===== config.mk =====
export PLATFORM = sky130hd
export DESIGN_NAME = nlog_mac
export DESIGN_NICKNAME = d
export VERILOG_FILES = /design/src/hdl/nlog_pkg.sv /design/src/hdl/nlog_mac.sv
export SDC_FILE = /design/constraint.sdc
export NUM_CORES = 2
export LEC_CHECK = 0
export ABC_AREA = 1
export BUFFER_PORTS_ARGS = -buffer_cell sky130_fd_sc_hd__buf_4
export CORE_ASPECT_RATIO = 0.6
export CORE_MARGIN = 4
export CORE_UTILIZATION = 35
export DETAILED_ROUTE_END_ITERATION = 16
export PLACE_DENSITY = 0.58
export SYNTH_ARGS = -nofsm -noshare
export SYNTH_HDL_FRONTEND = slang
export SYNTH_SLANG_ARGS = --single-unit

===== constraint.sdc =====
create_clock -name vclk -period 14
set_input_delay 2.8 -clock vclk [all_inputs]
set_output_delay 2.8 -clock vclk [all_outputs]
set_load 0.02 [all_outputs]

===== src/hdl/nlog_pkg.sv =====
// Shared types and fixed-point constants for the natural log approximation unit.
// Used by nlog_mac and natural_log_approx_unit; depends on nothing.
package nlog_pkg;

   localparam int IN_W = 31;
   localparam int OUT_W = 24;
   localparam int POS_W = 5;
   localparam int QBITS = 28;
   localparam int MANT_W = QBITS + 1;
   localparam int ACC_W = 32;
   localparam int SUM_W = 40;
   localparam int INPUT_FRAC_BITS = 8;
   localparam int RESULT_FRAC_BITS = 16;
   localparam int OUT_SHIFT = QBITS - RESULT_FRAC_BITS;

   typedef logic signed [ACC_W-1:0] acc_type;
   typedef logic [MANT_W-1:0] mant_type;
   typedef logic signed [SUM_W-1:0] sum_type;

   localparam longint QONE = 64'sd1 <<< QBITS;

   localparam longint K0_WIDE = -((64'sd17417939 * QONE + 64'sd10000000 / 2) / 64'sd10000000);
   localparam longint K1_WIDE = (64'sd28212026 * QONE + 64'sd10000000 / 2) / 64'sd10000000;
   localparam longint K2_WIDE = -((64'sd14699568 * QONE + 64'sd10000000 / 2) / 64'sd10000000);
   localparam longint K3_WIDE = (64'sd44717955 * QONE + 64'sd100000000 / 2) / 64'sd100000000;
   localparam longint K4_WIDE =
      -((64'sd56570851 * QONE + 64'sd1000000000 / 2) / 64'sd1000000000);
   localparam longint KLN2_WIDE = (64'sd69314718 * QONE + 64'sd100000000 / 2) / 64'sd100000000;

   localparam acc_type COEF_K4 = ACC_W'(K4_WIDE);
   localparam acc_type HORNER_K [0:3] = '{
      ACC_W'(K3_WIDE), ACC_W'(K2_WIDE), ACC_W'(K1_WIDE), ACC_W'(K0_WIDE)
   };
   localparam logic signed [MANT_W-1:0] COEF_LN2 = MANT_W'(KLN2_WIDE);

   localparam longint OUT_HALF_WIDE = (64'sd1 <<< OUT_SHIFT) >>> 1;
   localparam sum_type OUT_HALF = SUM_W'(OUT_HALF_WIDE);
   localparam longint OUT_MAX_WIDE = (64'sd1 <<< (OUT_W - 1)) - 64'sd1;
   localparam longint OUT_MIN_WIDE = -(64'sd1 <<< (OUT_W - 1));
   localparam sum_type OUT_MAX = SUM_W'(OUT_MAX_WIDE);
   localparam sum_type OUT_MIN = SUM_W'(OUT_MIN_WIDE);

   localparam longint ZERO_WIDE = -(64'sd1 <<< RESULT_FRAC_BITS);
   localparam logic signed [OUT_W-1:0] ZERO_CODE =
      OUT_W'((ZERO_WIDE < OUT_MIN_WIDE) ? OUT_MIN_WIDE : ZERO_WIDE);

endpackage


===== src/hdl/nlog_mac.sv =====
// One Horner step of the log polynomial: k + floor(acc * m / 2^28).
// Depends on nlog_pkg for the accumulator and mantissa types.
module nlog_mac (
   input  nlog_pkg::acc_type  acc_i,
   input  nlog_pkg::mant_type mant_i,
   input  nlog_pkg::acc_type  coef_i,
   output nlog_pkg::acc_type  acc_o
);

   logic signed [nlog_pkg::ACC_W+nlog_pkg::MANT_W:0] prod;
   logic signed [nlog_pkg::ACC_W+nlog_pkg::MANT_W:0] prod_shr;

   assign prod = acc_i * $signed({1'b0, mant_i});
   assign prod_shr = prod >>> nlog_pkg::QBITS;
   assign acc_o = coef_i + prod_shr[nlog_pkg::ACC_W-1:0];

endmodule


==> Flow_metrics.wiki <==
{| class="wikitable"
! Metric !! Value
|-
| Xor and xnor fraction of the mapped netlist area || 1.47%
|-
| Synth Area in Compound Gates || 3.98%
|-
| Minimum hold slack || 6.08 ns
|-
| Multiplexer area fraction after synthesis || 0%
|-
| Antenna Nets Post-Route || 0
|-
| Clock buffer cells || 0
|-
| Cells taking the most area after synthesis || fa_1 (53%), inv_1 (17%), nand2_1 (12%)
|-
| Most instantiated cells after synthesis || inv_1 (1619), nand2_1 (1208), fa_1 (963), ha_1 (208), clkbuf_1 (165)
|-
| Most frequent cell on the critical path || fa_1
|-
| Routed wire length || 119000 um
|-
| Mean routed wirelength per cell || 18.6 um
|-
| Slew margin rel. || 24.5%
|-
| Final min period || 13.76 ns
|-
| Detail Placement HPWL || 104000 um
|-
| Pre-Repair DR Iteration Count || 5
|-
| Family of cells with the greatest summed delay on the critical path || adder cells
|-
| Antenna violations before repair || 2
|-
| # setup viols final || 0
|-
| Routability congestion estimate || 0.959
|-
| Total nets after synthesis || 6010
|-
| Summed area of non-filler cells in the final layout || 0.0426 mm^2
|-
| Result of the run || finished, final reports clean
|-
| RSZ-0062 raised after global routing || yes
|-
| First-pass GRT wire length || 186000 um
|-
| Area share of fa/ha/maj cells after synthesis || 60.2%
|-
| Cell Rows || 91
|-
| Final count of hold timing violations || 0
|-
| Total track usage || 22.1%
|-
| Portion of the clock cycle consumed by the worst path in the final layout || 98.3%
|-
| Element type at the critical path end || primary output
|-
| Main combinational cell family by area after synthesis || adder cells
|-
| Top routing layer used || met5
|-
| Die height || 258 um
|-
| Post-synth cell types || 47
|-
| Crit-path max cell delay || 0.63 ns
|-
| Flip-flop and latch area || 0 um^2
|-
| Vias in the first global route || 31300
|-
| CP Data Required Time || 11.20 ns
|-
| Input/output buffers || 125
|-
| Yosys Warn Count || 0
|-
| Critical-path cell with the highest stage delay || fa_2
|-
| Fraction of post-synthesis cell area in the top cell type by area || 53.0%
|-
| Maximum number of pins on one net before global-route repair || 33
|-
| Post-Route M1 WL || 58100 um
|-
| Core Box Area || 0.103 mm^2
|-
| Startpoint type of the worst setup path || input port
|-
| Fraction of the yosys area taken by sequential cells || 0%
|-
| Worst Hold Endpoint || acc_o[10]
|-
| Starting DRC count in detailed routing || 2624
|-
| Number of vias per cell || 4.60
|-
| Post-Place Cell Area || 0.0409 mm^2
|-
| Hold-fix buffers, CTS || 0
|-
| Worst hold path depth || 4
|-
| Number of diodes || 0
|-
| Maximum operating frequency || 0.0727 GHz
|-
| Global route total overflow || 0
|-
| Arrival time at the worst endpoint || 10.96 ns
|-
| Combined buffer and inverter count along the critical path || 8
|-
| Area of the mapped netlist || 0.0364 mm^2
|-
| Total number of nets in the final design || 6292
|-
| Max-slew violation count || 0
|-
| Initial core utilization || 35.3%
|-
| Width of the die || 424 um
|-
| Transition at the pin with the smallest max-transition slack || 1.13 ns
|-
| Metal2 WL || 45400 um
|-
| Start point of the critical path || acc_i[31]
|-
| Post-Synth Simple-Gate Area || 15.7%
|-
| Launch instance of the worst min-delay path || coef_i[10]
|-
| Fraction of layout instances using a drive strength above 1 || 14.5%
|-
| Synthesized instance count || 4746
|-
| Number of sequential cells in the layout || 0
|-
| Wire length on met3 || 13700 um
|-
| Top-level I/O count || 125
|-
| Dominant cell by count in the synthesized netlist || inv_1
|-
| Critical path class || in -> out
|-
| Most area-hungry cell type in the Yosys netlist || fa_1
|-
| Mean instance size in the synthesized netlist || 7.66 um^2
|-
| # Max-Cap Violations || 0
|-
| Drc violations || 0
|-
| Hold Crit Class || in -> out
|-
| Critical path peak fanout || 7
|-
| Total die area || 0.109 mm^2
|-
| Routed via count || 29600
|-
| Area growth from synthesis to layout || 17.3%
|}
==> metal layers <==
layer	up-vias	track usage, %
li1	13600	-
met1	14600	35.1
met2	1239	29.7
met3	78	6.34
met4	4	3.32
met5	-	0.439
==> per-stage QoR <==
stage	setup TNS (ns)	worst slack, ns	util, %	std cells
after CTS	0	0.0000782	39.8	6401
after global routing	-0.324	-0.0916	41.4	6421
after floorplan	0	0.226	-	4746
final	0	0.241	41.4	6421
after global placement	-2.53	-0.293	39.7	6400
after detailed placement	-2.64	-0.218	39.7	6400
==> worst max path at each step <==
stage          slack [ns]        end  cells past startpoint
2_1_floorplan        0.23  acc_o[26]                     29
3_3_place_gp        -0.29  acc_o[31]                     36
3_5_place_dp        -0.22  acc_o[25]                     37
4_1_cts           0.00008  acc_o[31]                     33
5_1_grt             -0.09  acc_o[25]                     41
6_report             0.24  acc_o[31]                     35
==> worst min-delay path, delay by kind of cell <==
family     cells  cell delay, ns
xor+xnor       1            0.08
fa+ha+maj      1            0.16
buf+inv        2            0.24
==> layout by cell type (no fill, tap or decap), drive strengths merged <==
master / instances
a21o: 15
o211ai: 1
a211oi: 3
and3: 1
a31oi: 11
a21boi: 6
nand3: 62
o21ai: 68
nor2: 141
a21oi: 116
or2: 1
o31ai: 1
a221oi: 1
nor3b: 1
o211a: 1
inv: 1621
ha: 208
xnor2: 14
clkbuf: 3
xor2: 46
nand4: 10
o21a: 7
o221ai: 1
o21bai: 19
nor4: 8
nand2: 1219
nor3: 15
buf: 462
fa: 963
nand3b: 1
==> timing repair <==
item	CTS	global route
pin swaps	1	95
cloned	0	3
endpoints found under the setup margin	19	25
setup buffers	1	17
resized for setup	28	346
==> cells by family after synthesis <==
kind of cell             after synthesis
AO/OA/AOI/OAI                        250
XOR/XNOR                              60
adder cells (fa/ha/maj)             1171
buffers and inverters               1806
AND/OR/NAND/NOR                     1459
==> layout make-up <==
class                           count  area, um^2
Fill cell                       10500       60300
Tap cell                         1395        1750
Multi-Input combinational cell   2940       30700
Timing Repair Buffer              465        4080
Inverter                         1621        6090
Power is not shown: default switching activity piles up to over one toggle a cycle in this logic, so the estimate is an artifact.
